**src/hw/rtl/asfr_pkg.sv**
```systemverilog
// ----------------------------------------------------------------------------
// asfr_pkg
// Types and constants shared by the ADC slice packet framer.
// ----------------------------------------------------------------------------
package asfr_pkg;

  localparam int QUEUE_DEPTH = 4;

  localparam int CFG_W = 31;

  // configuration register indexes
  localparam logic [1:0] REG_SAMPLES_PER_SLICE = 2'd0;
  localparam logic [1:0] REG_SLICES_PER_PACKET = 2'd1;
  localparam logic [1:0] REG_SLICE_SIZE_WORD   = 2'd2;

  localparam logic [15:0] RST_SAMPLES_PER_SLICE = 16'd2042;
  localparam logic [7:0]  RST_SLICES_PER_PACKET = 8'd2;
  localparam logic [30:0] RST_SLICE_SIZE_WORD   = 31'd6;

  // word kinds
  localparam logic [1:0] KIND_PKT_HDR   = 2'd0;
  localparam logic [1:0] KIND_TRIG_HDR  = 2'd1;
  localparam logic [1:0] KIND_SLICE_HDR = 2'd2;
  localparam logic [1:0] KIND_SAMPLE    = 2'd3;

  // word positions within a full 28-word run
  localparam int POS_W = 5;
  localparam logic [POS_W-1:0] POS_PKT_CNT_HI = 5'd0;
  localparam logic [POS_W-1:0] POS_PKT_CNT_LO = 5'd1;
  localparam logic [POS_W-1:0] POS_TRIG_HDR   = 5'd3;
  localparam logic [POS_W-1:0] POS_SLICE_HDR  = 5'd19;
  localparam logic [POS_W-1:0] POS_SLC_CNT_LO = 5'd20;
  localparam logic [POS_W-1:0] POS_IDX_3      = 5'd21;
  localparam logic [POS_W-1:0] POS_IDX_2      = 5'd22;
  localparam logic [POS_W-1:0] POS_IDX_1      = 5'd23;
  localparam logic [POS_W-1:0] POS_IDX_0      = 5'd24;
  localparam logic [POS_W-1:0] POS_SIZE_HI    = 5'd25;
  localparam logic [POS_W-1:0] POS_SIZE_LO    = 5'd26;
  localparam logic [POS_W-1:0] POS_SAMPLE     = 5'd27;

  // one classified sample with the counter snapshot its headers need
  typedef struct packed {
    logic [15:0] sample;
    logic        pkt_hdr;
    logic        slc_hdr;
    logic [31:0] pkt_cnt;
    logic [31:0] slc_cnt;
    logic [63:0] smp_idx;
  } asfr_desc_t;

  typedef struct packed {
    logic full;
    logic empty;
  } asfr_q_status_t;

endpackage

```
**src/hw/rtl/asfr_front.sv**
```systemverilog
// ----------------------------------------------------------------------------
// asfr_front
// Accepts samples, tracks slice/packet position and snapshots the counters.
// ----------------------------------------------------------------------------
module asfr_front
  import asfr_pkg::*;
(
  input  logic           clk,
  input  logic           rst,
  input  logic           in_valid,
  output logic           in_ready,
  input  logic [15:0]    sample,
  input  logic [15:0]    samples_per_slice,
  input  logic [7:0]     slices_per_packet,
  input  asfr_q_status_t q_status,
  output logic           push,
  output asfr_desc_t     desc
);

  logic [31:0] packet_count;
  logic [31:0] slice_count;
  logic [63:0] sample_index;
  logic [7:0]  slice_in_packet;
  logic [15:0] sample_in_slice;

  logic [16:0] sis_inc;
  logic [8:0]  sip_inc;
  logic        slice_end;
  logic        pkt_end;

  assign in_ready = !q_status.full;
  assign push     = in_valid && in_ready;

  assign desc.sample  = sample;
  assign desc.slc_hdr = (sample_in_slice == 16'd0);
  assign desc.pkt_hdr = (sample_in_slice == 16'd0) && (slice_in_packet == 8'd0);
  assign desc.pkt_cnt = packet_count;
  assign desc.slc_cnt = slice_count;
  assign desc.smp_idx = sample_index;

  // a zero register compares as always reached, which gives the act-as-one rule
  assign sis_inc   = {1'b0, sample_in_slice} + 17'd1;
  assign slice_end = (sis_inc >= {1'b0, samples_per_slice});
  assign sip_inc   = {1'b0, slice_in_packet} + 9'd1;
  assign pkt_end   = (sip_inc >= {1'b0, slices_per_packet});

  always_ff @(posedge clk) begin
    if (rst) begin
      packet_count    <= '0;
      slice_count     <= '0;
      sample_index    <= '0;
      slice_in_packet <= '0;
      sample_in_slice <= '0;
    end else if (push) begin
      sample_index <= sample_index + 64'd1;
      if (desc.pkt_hdr) begin
        packet_count <= packet_count + 32'd1;
      end
      if (slice_end) begin
        sample_in_slice <= '0;
        slice_count     <= slice_count + 32'd1;
        slice_in_packet <= pkt_end ? 8'd0 : sip_inc[7:0];
      end else begin
        sample_in_slice <= sis_inc[15:0];
      end
    end
  end

endmodule

```
**src/hw/rtl/asfr_queue.sv**
```systemverilog
// ----------------------------------------------------------------------------
// asfr_queue
// Short descriptor queue between the front and the word emitter.
// ----------------------------------------------------------------------------
module asfr_queue
  import asfr_pkg::*;
#(
  parameter int DEPTH = QUEUE_DEPTH
) (
  input  logic           clk,
  input  logic           rst,
  input  logic           push,
  input  asfr_desc_t     wr_desc,
  input  logic           pop,
  output asfr_desc_t     head,
  output asfr_q_status_t status
);

  localparam int PTR_W = (DEPTH > 1) ? $clog2(DEPTH) : 1;
  localparam int CNT_W = $clog2(DEPTH + 1);
  localparam logic [PTR_W-1:0] LAST_PTR = PTR_W'(DEPTH - 1);
  localparam logic [CNT_W-1:0] FULL_CNT = CNT_W'(DEPTH);

  asfr_desc_t       entries [DEPTH];
  logic [PTR_W-1:0] wr_ptr;
  logic [PTR_W-1:0] rd_ptr;
  logic [CNT_W-1:0] count;

  logic do_push;
  logic do_pop;

  assign status.full  = (count == FULL_CNT);
  assign status.empty = (count == '0);
  assign head         = entries[rd_ptr];
  assign do_push      = push && !status.full;
  assign do_pop       = pop && !status.empty;

  always_ff @(posedge clk) begin
    if (do_push) begin
      entries[wr_ptr] <= wr_desc;
    end
  end

  always_ff @(posedge clk) begin
    if (rst) begin
      wr_ptr <= '0;
      rd_ptr <= '0;
      count  <= '0;
    end else begin
      if (do_push) begin
        wr_ptr <= (wr_ptr == LAST_PTR) ? '0 : wr_ptr + PTR_W'(1);
      end
      if (do_pop) begin
        rd_ptr <= (rd_ptr == LAST_PTR) ? '0 : rd_ptr + PTR_W'(1);
      end
      if (do_push && !do_pop) begin
        count <= count + CNT_W'(1);
      end else if (do_pop && !do_push) begin
        count <= count - CNT_W'(1);
      end
    end
  end

endmodule

```
**src/hw/rtl/asfr_back.sv**
```systemverilog
// ----------------------------------------------------------------------------
// asfr_back
// Expands each queued descriptor into its run of output words.
// ----------------------------------------------------------------------------
module asfr_back
  import asfr_pkg::*;
(
  input  logic           clk,
  input  logic           rst,
  input  asfr_desc_t     head,
  input  asfr_q_status_t q_status,
  output logic           pop,
  input  logic [30:0]    slice_size_word,
  output logic           out_valid,
  input  logic           out_ready,
  output logic [15:0]    data_word,
  output logic [1:0]     word_kind,
  output logic           last_of_run
);

  logic [POS_W-1:0] pos;
  logic             started;

  logic [POS_W-1:0] start_pos;
  logic [POS_W-1:0] cur_pos;
  logic             load;
  logic             emit;
  logic [15:0]      word;
  logic [1:0]       kind;

  assign load = !out_valid || out_ready;
  assign emit = load && !q_status.empty;
  assign pop  = emit && (cur_pos == POS_SAMPLE);

  always_comb begin
    if (head.pkt_hdr) begin
      start_pos = POS_PKT_CNT_HI;
    end else if (head.slc_hdr) begin
      start_pos = POS_SLICE_HDR;
    end else begin
      start_pos = POS_SAMPLE;
    end
  end

  assign cur_pos = started ? pos : start_pos;

  always_comb begin
    case (cur_pos)
      POS_PKT_CNT_HI: word = head.pkt_cnt[31:16];
      POS_PKT_CNT_LO: word = head.pkt_cnt[15:0];
      POS_TRIG_HDR:   word = head.pkt_cnt[15:0];
      POS_SLICE_HDR:  word = head.slc_cnt[31:16];
      POS_SLC_CNT_LO: word = head.slc_cnt[15:0];
      POS_IDX_3:      word = head.smp_idx[63:48];
      POS_IDX_2:      word = head.smp_idx[47:32];
      POS_IDX_1:      word = head.smp_idx[31:16];
      POS_IDX_0:      word = head.smp_idx[15:0];
      POS_SIZE_HI:    word = {1'b0, slice_size_word[30:16]};
      POS_SIZE_LO:    word = slice_size_word[15:0];
      POS_SAMPLE:     word = head.sample;
      default:        word = 16'd0; // zero fill in packet and trigger headers
    endcase
  end

  always_comb begin
    if (cur_pos < POS_TRIG_HDR) begin
      kind = KIND_PKT_HDR;
    end else if (cur_pos < POS_SLICE_HDR) begin
      kind = KIND_TRIG_HDR;
    end else if (cur_pos < POS_SAMPLE) begin
      kind = KIND_SLICE_HDR;
    end else begin
      kind = KIND_SAMPLE;
    end
  end

  always_ff @(posedge clk) begin
    if (rst) begin
      started   <= 1'b0;
      pos       <= '0;
      out_valid <= 1'b0;
    end else begin
      if (load) begin
        out_valid <= !q_status.empty;
      end
      if (emit) begin
        if (cur_pos == POS_SAMPLE) begin
          started <= 1'b0;
        end else begin
          started <= 1'b1;
          pos     <= cur_pos + POS_W'(1);
        end
      end
    end
  end

  always_ff @(posedge clk) begin
    if (emit) begin
      data_word   <= word;
      word_kind   <= kind;
      last_of_run <= (cur_pos == POS_SAMPLE);
    end
  end

endmodule

```
**src/hw/rtl/adc_slice_packet_framer.sv**
```systemverilog
// A sample accepted into an empty block is queued, then its first word is registered at
// the output. Input: one sample per cycle while the queue has room; the emitter drains
// one word per cycle unless stalled; runs are 1, 9 or 28 words; the queue absorbs bursts.
// Reset: counters clear, registers load their defaults, the queue and output empty at once.
// ----------------------------------------------------------------------------
// adc_slice_packet_framer
// Frames signed ADC samples into packets with packet, trigger and slice headers.
// ----------------------------------------------------------------------------
module adc_slice_packet_framer
  import asfr_pkg::*;
#(
  parameter int QueueDepth = QUEUE_DEPTH
) (
  input  logic             clk,
  input  logic             rst,
  input  logic             in_valid,
  output logic             in_ready,
  input  logic [15:0]      sample,
  output logic             out_valid,
  input  logic             out_ready,
  output logic [15:0]      data_word,
  output logic [1:0]       word_kind,
  output logic             last_of_run,
  input  logic             cfg_we,
  input  logic [1:0]       cfg_index,
  input  logic [CFG_W-1:0] cfg_data
);

  logic [15:0] samples_per_slice;
  logic [7:0]  slices_per_packet;
  logic [30:0] slice_size_word;

  asfr_desc_t     push_desc;
  asfr_desc_t     head;
  asfr_q_status_t q_status;
  logic           push;
  logic           pop;

  always_ff @(posedge clk) begin
    if (rst) begin
      samples_per_slice <= RST_SAMPLES_PER_SLICE;
      slices_per_packet <= RST_SLICES_PER_PACKET;
      slice_size_word   <= RST_SLICE_SIZE_WORD;
    end else if (cfg_we) begin
      case (cfg_index)
        REG_SAMPLES_PER_SLICE: samples_per_slice <= cfg_data[15:0];
        REG_SLICES_PER_PACKET: slices_per_packet <= cfg_data[7:0];
        REG_SLICE_SIZE_WORD:   slice_size_word   <= cfg_data[30:0];
        default: ;
      endcase
    end
  end

  asfr_front u_front (
    .clk               (clk),
    .rst               (rst),
    .in_valid          (in_valid),
    .in_ready          (in_ready),
    .sample            (sample),
    .samples_per_slice (samples_per_slice),
    .slices_per_packet (slices_per_packet),
    .q_status          (q_status),
    .push              (push),
    .desc              (push_desc)
  );

  asfr_queue #(
    .DEPTH (QueueDepth)
  ) u_queue (
    .clk     (clk),
    .rst     (rst),
    .push    (push),
    .wr_desc (push_desc),
    .pop     (pop),
    .head    (head),
    .status  (q_status)
  );

  asfr_back u_back (
    .clk             (clk),
    .rst             (rst),
    .head            (head),
    .q_status        (q_status),
    .pop             (pop),
    .slice_size_word (slice_size_word),
    .out_valid       (out_valid),
    .out_ready       (out_ready),
    .data_word       (data_word),
    .word_kind       (word_kind),
    .last_of_run     (last_of_run)
  );

endmodule

```
**config.mk**
```make
export PLATFORM = sky130hd
export DESIGN_NAME = adc_slice_packet_framer
export DESIGN_NICKNAME = d
export VERILOG_FILES = /design/src/hw/rtl/asfr_pkg.sv /design/src/hw/rtl/asfr_front.sv /design/src/hw/rtl/asfr_queue.sv /design/src/hw/rtl/asfr_back.sv /design/src/hw/rtl/adc_slice_packet_framer.sv
export SDC_FILE = /design/constraint.sdc
export NUM_CORES = 1
export LEC_CHECK = 0
export BUFFER_PORTS_ARGS = -buffer_cell sky130_fd_sc_hd__buf_2
export CAP_MARGIN = 20
export CORE_MARGIN = 10
export CORE_UTILIZATION = 45
export CTS_BUF_LIST = sky130_fd_sc_hd__clkbuf_4 sky130_fd_sc_hd__clkbuf_8 sky130_fd_sc_hd__clkbuf_16
export DETAILED_ROUTE_END_ITERATION = 7
export PLACE_DENSITY_LB_ADDON = 0.1
export SLEW_MARGIN = 40
export SYNTH_ARGS = -nofsm -noshare
export SYNTH_HDL_FRONTEND = slang
export SYNTH_SLANG_ARGS = --single-unit
```
**constraint.sdc**
```tcl
create_clock -name clk -period 9.9 [get_ports clk]
set_clock_uncertainty 0.1 [all_clocks]
set_input_delay 1.485 -clock clk [delete_from_list [all_inputs] [get_ports clk]]
set_output_delay 1.485 -clock clk [all_outputs]
set_load 0.05 [all_outputs]
```
== Word-level counts from Yosys, hierarchy flattened ==
Memories as Yosys holds them, arrays and structs flattened. A register that Yosys moved wholly into a read port is not among the register bits.
Index checks and enable logic that the tools add are counted.

* Bitwise operators: 1
* Mux-type cells: 17
* $add $sub $neg: 10
* Reduce and logical (&&, ||, !) cells: 28
* Magnitude comparators: 5
* Equal/unequal tests: 16

{| class="wikitable"
|+ Operator list
! kind !! number
|-
| case mux 16 bit (11 select lines) || 1
|-
| adder 32 x 1 -> 32 bit (second input constant) || 2
|-
| adder 64 x 1 -> 64 bit (second input constant) || 1
|-
| equality test 5 bit (second input constant) || 9
|-
| adder 16 x 1 -> 17 bit (second input constant) || 1
|-
| greater-or-equal comparator 17 x 16 -> 1 bit || 1
|-
| zero test 16 bit || 1
|-
| 2-to-1 mux 16 bit || 1
|-
| AND reduction 2 bit || 6
|-
| less-than comparator 5 bit (second input constant) || 2
|-
| 2-to-1 mux 5 bit || 2
|-
| adder 8 x 1 -> 9 bit (second input constant) || 1
|-
| greater-or-equal comparator 9 x 8 -> 1 bit || 1
|-
| logical AND 1 bit || 8
|-
| zero test 8 bit || 1
|-
| 2-to-1 mux 2 bit || 4
|-
| 2-to-1 mux 8 bit || 1
|-
| equality test 2 bit (second input constant) || 3
|-
| 2-to-1 mux 3 bit || 2
|-
| adder 5 x 1 -> 5 bit (second input constant) || 1
|-
| equality test 5 x 1 -> 1 bit (second input constant) || 1
|-
| equality test 5 x 2 -> 1 bit (second input constant) || 1
|-
| zero test 1 bit || 5
|-
| zero test 5 bit || 1
|-
| 14 further kinds || 20
|}

* Output and inout port bits: 21
* Memories: 1
* Memory bits (writable): 584
* Bits in registers: 240
* Input port bits: 54
* Word-level logic and storage cells: 96

{| class="wikitable"
|+ Memory list
! name !! words !! width !! read ports !! clocked after memory_dff !! write ports !! RTL line !! RTL
|-
| u_queue.entries || 4 || 146 || 1 || 1 || 1 || asfr_queue.sv:24 || <nowiki>asfr_desc_t entries [DEPTH];</nowiki>
|}

== Logic depth before layout (Yosys ltp) ==
Gate-level depths: netlist of the first run.

* Depth after elaboration: 9
* Gate-level depth with buffers: 16
* Depth with buffers taken out: 14

== By module ==
From an unflattened synthesis of the first run, not the netlist that was laid out.

* Cell total of the unflattened synthesis: 2331
* Area, all modules: 34504.3 um^2

{| class="wikitable"
|+ Modules (own cells, without submodules)
! module !! cells each !! seq. area each (um^2) !! area each (um^2) !! times used
|-
| asfr_queue || 812 || 17717.0 || 21506.9 || 1
|-
| asfr_front || 991 || 3042.9 || 8026.4 || 1
|-
| asfr_back || 301 || 710.7 || 2642.5 || 1
|-
| adc_slice_packet_framer || 227 || 1101.1 || 2328.5 || 1
|}

== Worst setup path before layout of the first run ==
OpenSTA, ideal clock, no wires.

* Kind: input to register
* Start point: input port in_valid
* End point: memory u_queue.entries[1][0] (netlist name), enable pin
* Setup time: 0.524 ns
* Arrival: 4.887 ns
* Buffers on the path: 0
* Slack: 4.389 ns
* Stages: 1
* Data required time: 9.276 ns
* Cell sequence: and3_1

* Longest elaborated chain between the ends: 4

{| class="wikitable"
|+ Ends and longest elaborated chain
! what !! RTL line !! RTL
|-
| start: declaration || adc_slice_packet_framer.sv:16 || <nowiki>input logic in_valid,</nowiki>
|-
| logical AND 1 bit || asfr_front.sv:32 || <nowiki>assign push = in_valid && in_ready;</nowiki>
|-
| logical AND 1 bit || asfr_queue.sv:35 || <nowiki>assign do_push = push && !status.full;</nowiki>
|-
| 2-to-1 mux 1 bit || asfr_queue.sv:39 || <nowiki>if (do_push) begin</nowiki>
|-
| 2-to-1 mux 1 bit (implied by the code) || asfr_queue.sv:40 || <nowiki>entries[wr_ptr] <= wr_desc;</nowiki>
|-
| end: declaration || asfr_queue.sv:24 ||
|}

No other way between the ends.

== Worst setup path after layout of the first run ==
* Start point: register u_front.sample_in_slice[0]
* End point: register u_front.sample_in_slice[11]

* Longest elaborated chain between the ends: 3

{| class="wikitable"
|+ Ends and longest elaborated chain
! what !! RTL line !! RTL
|-
| start: declaration || asfr_front.sv:24 || <nowiki>logic [15:0] sample_in_slice;</nowiki>
|-
| start signal: assignment || asfr_front.sv:64 || <nowiki>sample_in_slice <= sis_inc[15:0];</nowiki>
|-
| adder 16 x 1 -> 17 bit (*) || asfr_front.sv:42 || <nowiki>assign sis_inc = {1'b0, sample_in_slice} + 17'd1;</nowiki>
|-
| greater-or-equal comparator 17 x 16 -> 1 bit || asfr_front.sv:43 || <nowiki>assign slice_end = (sis_inc >= {1'b0, samples_per_slice});</nowiki>
|-
| 2-to-1 mux 16 bit (*) || asfr_front.sv:59 || <nowiki>if (slice_end) begin</nowiki>
|}

Every way passes the cells marked *; elsewhere a longest branch is shown, timed or not.
A chain may end at the register's enable or synchronous reset.

==> results of run 1 <==
layer usage:
metal | vias up | track usage [%]
li1 | 8870 | -
met2 | 499 | 28.7
met4 | 0 | 5.37
met1 | 9871 | 25.6
met3 | 115 | 3.73
met5 | - | 0
worst max-delay path by stage:
stage                                                 start                                       end  slack [ps]  cells past startpoint
finish              u_front.sample_in_slice[0]$_SDFFE_PP0P_  u_front.sample_in_slice[11]$_SDFFE_PP0P_        5290                     13
global placement                                       flop            u_back.data_word[15]$_DFFE_PP_        5380                      8
floorplan                                          in_valid           u_queue.entries[1][0]$_DFFE_PP_        4390                      1
global route        u_front.sample_in_slice[0]$_SDFFE_PP0P_  u_front.sample_in_slice[11]$_SDFFE_PP0P_        4810                     13
detailed placement  u_front.sample_in_slice[0]$_SDFFE_PP0P_  u_front.sample_in_slice[11]$_SDFFE_PP0P_        5300                     13
CTS                 u_front.sample_in_slice[0]$_SDFFE_PP0P_  u_front.sample_in_slice[11]$_SDFFE_PP0P_        5280                     13
per-stage QoR:
stage	worst slack [ps]	instances	hold slack, ps	total power, mW
floorplan	4390	2273	336	4.87
global placement	5380	3207	347	5.26
detailed placement	5300	3209	354	5.28
CTS	5280	3371	363	8.63
global route	4810	3373	384	8.85
finish	5290	3373	358	8.53
report_power, final:
part	internal [mW]	switching [mW]	total [mW]
sequential	4.00	0.106	4.11
clock	2.00	1.35	3.34
combinational	0.322	0.759	1.08
state kept, by name (all words and copies together), names as in the netlist, named ones only:
name                     cells
u_queue.count                3
slices_per_packet            8
u_front.slice_count         32
u_back.started               1
u_back.word_kind             2
u_front.sample_in_slice     16
u_front.slice_in_packet      8
u_queue.wr_ptr               2
u_queue.rd_ptr               2
slice_size_word             31
u_queue.entries            584
u_back.pos                   5
u_front.packet_count        32
u_back.data_word            16
samples_per_slice           16
u_front.sample_index        64
u_back.last_of_run           1
u_back.out_valid             1
logic make-up after synthesis:
family                     count (synthesis)
DFF                                      826
and+or+nand+nor                          691
AOI/OAI and AO/OA                        281
buffers and inverters                    175
muxes                                    163
xor gates and xnor gates                  95
adders and majority gates                 42
worst register-to-register path, stage by stage (launching register included):
cell and delay (ps):
dfxtp_1 410, ha_1 250, nand3_1 250, nor3_1 370, nand3_1 190, xnor2_1 270
ha_1 290, a211oi_1 200, nor2_1 70, a2111oi_0 490, o221ai_2 260, a2111oi_4 820
nand2_1 300, o31ai_1 260
layout by cell type, fill, tap and decap left out, drive strengths merged, types with 20 or more instances in the layout:
master  count
edfxtp    603
dfxtp     223
nand2     182
nor2      149
mux4      146
clkbuf    111
buf       101
a21oi      98
nand3      74
a22oi      59
xor2       59
inv        59
nand4      52
o21ai      44
ha         41
nor3       40
and3       40
xnor2      36
nor2b      32
clkinv     30
or3        24
and2       20
cell type report:
| type | count | area (µm²) | area share (%) |
|---|---|---|---|
| multi-input cells | 1272 | 10200 | 27.0 |
| well taps | 959 | 1200 | 3.17 |
| repair buffers | 101 | 668 | 1.77 |
| inverters | 53 | 199 | 0.526 |
| flip-flops and latches | 826 | 22600 | 59.7 |
| clock inverters | 51 | 576 | 1.52 |
| clock buffers | 111 | 2380 | 6.30 |
==> metrics, run 1 <==
Final setup viols=0; Arr. time, crit path=5050 ps; Hold Path Stages=2; clock tree sinks=~830; Post-route DRC=0; CTS root buf=clkbuf_16; mux contribution to synthesized area=10.4%; Tcrit/Tclk final=46.5%; CTS tree=done; Reg clk slew, reported paths=60 ps; post-cts sizing count=0; min-delay worst type=flop to flop; status=finished, final reports clean; Ys Warns=0; crit end category=flop; crit-path max FO=14; Max Cap Viol=0; register area share after synthesis=67.6%; minimum clock period=4610 ps; Final #Nets=2,436; GPL Wtd Cong=slightly below 0.8; most common cell in the synthesized netlist=edfxtp_1; largest family of logic cells by synthesized area=simple AND/OR/NAND/NOR gates; drt via density=roughly 5.7; buffer and inverter count on the worst path=0; Fill cells=about 6,100; delay-heaviest family, CP=compound AO/OA/AOI/OAI gates; Unique masters post-synth=between 60 and 70; IO buf count=74; Via Count=19,400; Worst setup SP type=flop; Critical Path RT=10,350 ps; synthesized area=33,400 µm²; Slew Viols, Final=0; max frequency=~0.22 GHz; M1 WL=roughly 35 mm; Routed WL per cell=23.4 µm; vias in the first global route=19,000; met2 WL=37.0 mm; Slew @ Worst Pin=847 ps; Design Area, Final=~38,000 µm²; core area=73,200 µm²; worst r2r dst=u_front.sample_in_slice[11]$_SDFFE_PP0P_; clock buffer depth=3; Synth Area per Inst=14.7 µm²; Area Overhead vs Synth=13.3%; Post-Place Cell Area=34,800 µm²; Worst VDD drop=about 150 µV; TritonCTS Buffers=between 80 and 90; power density cells=226 nW/µm²; highest metal used=met4; RSZ-0062 raised after global routing=false; final core occ=51.7%; Die X=292 µm; Worst path max stage delay=820 ps; die height=292 µm; Synth Register Bits=between 800 and 900; worst reg2reg path depth=13; latest clock arrival within the worst-skew pair=640 ps; Net Count, Synth=2,369; commonest register cell after synthesis=edfxtp_1; Hold EP=samples_per_slice[2]$_SDFFE_PP0P_; die area=approximately 86,000 µm²; layout cell share with drive strength beyond 1=roughly 18%; Cells after Synth=2,273; Detail Placement HPWL=around 50 mm; Synth Area in XOR/XNOR=2.49%; LEAKAGE=13.2 nW; first-pass GRT wire length=roughly 120 mm; leading area contributor after synthesis=edfxtp_1; Detail Route Antenna Nets=0; relative slew slack=around 44%; top post-synthesis cells by area=edfxtp_1, dfxtp_1, mux4_2, nand2_1, nor2_1; Simple-Gate Fraction of Synth Area=approximately a tenth; GR Overflow Total=0; Post-synth EDFFs=603; top cells by count, synth=edfxtp_1, dfxtp_1, nand2_1; Post-Synth Adder-Cell Area=1.60%; GR Util All Layers=18.3%; Pre-antenna DRT Iters=6; Post-CTS Repair Setup Buffers=0; top-area cell type share of the netlist area=54.2%; row cnt=99; crit path kind=flop to flop; DR iter-0 viols=1,661; Fin. Hold Viols=0; # IOs=75; WL met3=a little under 5 mm; setup tns final=0 ps; asr flop ratio synth=0%; Starting Density=a little under half; Crit Reg-Reg Startpoint=u_front.sample_in_slice[0]$_SDFFE_PP0P_; compound-gate portion of the synthesized area=5.48%; worst hold start=samples_per_slice[2]$_SDFFE_PP0P_; crit-path cells=ha_1 -> nand3_1 -> nor3_1 -> nand3_1 -> xnor2_1 -> ha_1 -> a211oi_1 -> nor2_1 -> a2111oi_0 -> o221ai_2 -> a2111oi_4 -> nand2_1 -> o31ai_1; largest net degree at the start of global routing=119; n_diodes=0; initial antenna violation count=1; FF-to-FF setup slack=roughly 5300 ps; hold_buf cts=0; wirelength, routed=79.0 mm; H-tree levels=3; Slowest cell on crit path=a2111oi_4
(Power assumes the default switching activity.)
==> inputs of run 2 (changes only) <==
==> constraint.sdc (replaced) <==
create_clock -name clk -period 4.7 [get_ports clk]
set_clock_uncertainty 0.1 [all_clocks]
set_input_delay 0.705 -clock clk [delete_from_list [all_inputs] [get_ports clk]]
set_output_delay 0.705 -clock clk [all_outputs]
set_load 0.05 [all_outputs]
==> run 2 against run 1 <==
Against the previous run:
- setup slack lost 5000 ps
- sequential power is 110% higher
- global-route usage is 0.20 points higher
- hold slack lost 180 ps
- utilization up 0.33 points
- cell count is 0.77% higher
- combinational power rose by 130%
- maximum frequency grew 3.9%
- routed wire length is 1.3% higher
- largest cell class unchanged
- highest routed layer unchanged
==> metrics, run 2 (synthesis results as in run 1) <==
clock buffer depth=3 (unchanged); crit-path max FO=59 (+45); CTS tree=done; clock tree sinks=826 (unchanged); LEAKAGE=13.3 nW (+1.2%); max frequency=0.226 GHz (+3.9%); Via Count=19,400 (+0.40%); P_sw=4.73 mW (+110%); final core occ=52.0% (+0.33 points); post-cts sizing count=0 (unchanged); Post-route DRC=0 (unchanged); Switching Fraction=26.1% (+0.24 points); GPL Wtd Cong=0.814 (+2.7%); delay-heaviest family, CP=simple AND/OR/NAND/NOR gates; GR Overflow Total=0 (unchanged); M1 WL=36.7 mm (+4.7%); setup tns final=0 ps (unchanged); Reg clk slew, reported paths=60 ps (about the same); Slew @ Worst Pin=832 ps (-15.0 ps); status=finished, final reports clean; Int Power=13.4 mW (+110%); Hold Path Stages=1 (-1); layout cell share with drive strength beyond 1=19.2% (+0.89 points); vias in the first global route=19,200 (+0.96%); Area Overhead vs Synth=14.0%; min-delay worst type=primary input to flop; Arr. time, crit path=4860 ps (-190 ps); buffer and inverter count on the worst path=1 (+1); GR Util All Layers=18.5% (+0.20 points); Worst path max stage delay=560 ps (-260 ps); Seq pwr share=47.7% (-0.4 points); crit end category=flop; Clock Power Share=38.9% (-0.3 points); worst hold start=sample[15]; WP depth=13 (unchanged); RSZ-0062 raised after global routing=false; largest net degree at the start of global routing=120 (+0.84%); core area=73,200 µm² (unchanged); FF-to-FF setup slack=270 ps (-5030 ps); # IOs=75 (unchanged); Fin. Hold Viols=0 (unchanged); number of flip-flops under the largest register name=584 (unchanged); relative slew slack=44.3% (+0.79 points); latest clock arrival within the worst-skew pair=640 ps (about the same); minimum clock period=4430 ps (-171 ps); Worst setup SP type=flop; Critical Path RT=5130 ps (-5220 ps); worst r2r dst=u_front.slice_count[5]$_SDFFE_PP0P_; worst reg2reg path depth=13 (unchanged); top flop regs=u_queue.entries x584, u_front.sample_index x64; Worst VDD drop=323 µV (+120%); IO buf count=74 (unchanged); crit-path cells=and3_1 -> nand4_1 -> or3_1 -> nor2_1 -> xor2_1 -> ha_1 -> o21ai_0 -> or4_1 -> o221ai_2 -> a31oi_4 -> buf_12 -> nor4_1 -> mux2_2; Slew Viols, Final=0 (unchanged); WL met3=4.24 mm (-14%); Detail Placement HPWL=50.1 mm (-0.68%); met2 WL=37.6 mm (+1.8%); drt via density=5.72 (-0.37%); Die X=292 µm (unchanged); Combinational Power Share=13.5% (+0.8 points); commonest non-fill, non-tap cell in the layout=edfxtp_1; DR iter-0 viols=1,605 (-3.4%); CTS root buf=clkbuf_16; first-pass GRT wire length=121 mm (+1.4%); die area=85,500 µm² (unchanged); power density cells=476 nW/µm² (+110%); Crit Reg-Reg Startpoint=u_front.sample_in_slice[2]$_SDFFE_PP0P_; Starting Density=45.6% (unchanged); crit path kind=flop to flop; Max Cap Viol=0 (unchanged); Final #Nets=2,458 (+0.90%); Routed WL per cell=23.6 µm (+0.54%); Detail Route Antenna Nets=0 (unchanged); Slowest cell on crit path=or4_1; most frequent cells in the layout=edfxtp_1, dfxtp_1, nand2_1; wirelength, routed=80.1 mm (+1.3%); total power=18.1 mW (+110%); die height=292 µm (unchanged); highest metal used=met4; Largest Register=u_queue.entries; Pre-antenna DRT Iters=6 (unchanged); hold_buf cts=0 (unchanged); TritonCTS Buffers=87 (+1.2%); Hold EP=u_queue.entries[1][145]$_DFFE_PP_; Final setup viols=0 (unchanged); initial antenna violation count=0 (-1); row cnt=99 (unchanged); Post-CTS Repair Setup Buffers=0 (unchanged); Tcrit/Tclk final=94.3% (+48 points); H-tree levels=3 (unchanged)
-- run 2: worst max path at each step --
stage | start | to | slack [ps]
after floorplan | u_front.sample_in_slice[4]$_SDFFE_PP0P_ | u_front.slice_count[5]$_SDFFE_PP0P_ | 770
after global placement | u_front.sample_in_slice[4]$_SDFFE_PP0P_ | u_front.slice_count[5]$_SDFFE_PP0P_ | 420
after detailed placement | u_front.sample_in_slice[4]$_SDFFE_PP0P_ | u_front.slice_count[5]$_SDFFE_PP0P_ | 320
after CTS | u_front.sample_in_slice[4]$_SDFFE_PP0P_ | u_front.slice_count[5]$_SDFFE_PP0P_ | 300
after global routing | u_front.sample_in_slice[2]$_SDFFE_PP0P_ | u_front.slice_count[5]$_SDFFE_PP0P_ | 40
final | u_front.sample_in_slice[2]$_SDFFE_PP0P_ | u_front.slice_count[5]$_SDFFE_PP0P_ | 270
-- run 2: per-stage QoR --
| step | instances | worst slack [ps] | instance area, µm² | hold WS, ps |
|---|---|---|---|---|
| 6_report | 3399 | 266 | 38100 | 183 |
| 5_1_grt | 3396 | 41.5 | 38100 | 166 |
| 4_1_cts | 3393 | 300 | 38000 | 148 |
| 3_5_place_dp | 3229 | 323 | 35000 | 349 |
| 3_3_place_gp | 3229 | 424 | 35000 | 347 |
| 2_1_floorplan | 2273 | 767 | 33400 | 336 |
-- run 2: layout make-up --
cell class                      count  area, µm²
Antenna cell                        3       7.51
Clock buffer                      121       2570
Clock inverter                     43        429
Fill cell                        6024      35100
Inverter                           53        199
Multi-Input combinational cell   1272      10200
Sequential cell                   826      22600
Tap cell                          959       1200
Timing Repair Buffer              122        873
-- run 2: power by group through the flow --
| stage | Combinational (mW) | Sequential [mW] | Clock, mW |
|---|---|---|---|
| floorplan | 1.19 | 9.03 | 0 |
| global placement | 2.46 | 8.75 | 0 |
| detailed placement | 2.47 | 8.77 | 0 |
| CTS | 2.48 | 8.63 | 7.18 |
| global route | 2.61 | 8.67 | 7.48 |
| finish | 2.44 | 8.63 | 7.04 |
-- run 2: metal layers --
layer  up-vias  GRT usage, %
li1       8903             -
met1      9967          26.4
met2       477          29.2
met3        86          2.99
met4         0          5.04
met5         -             0
-- run 2: worst reg2reg max path, stage by stage, from the launching register on --
cell and delay (ps):
dfxtp_1 440, and3_1 240, nand4_1 260, or3_1 530, nor2_1 260, xor2_1 110
ha_1 270, o21ai_0 130, or4_1 560, o221ai_2 330, a31oi_4 140, buf_12 200
nor4_1 370, mux2_2 370
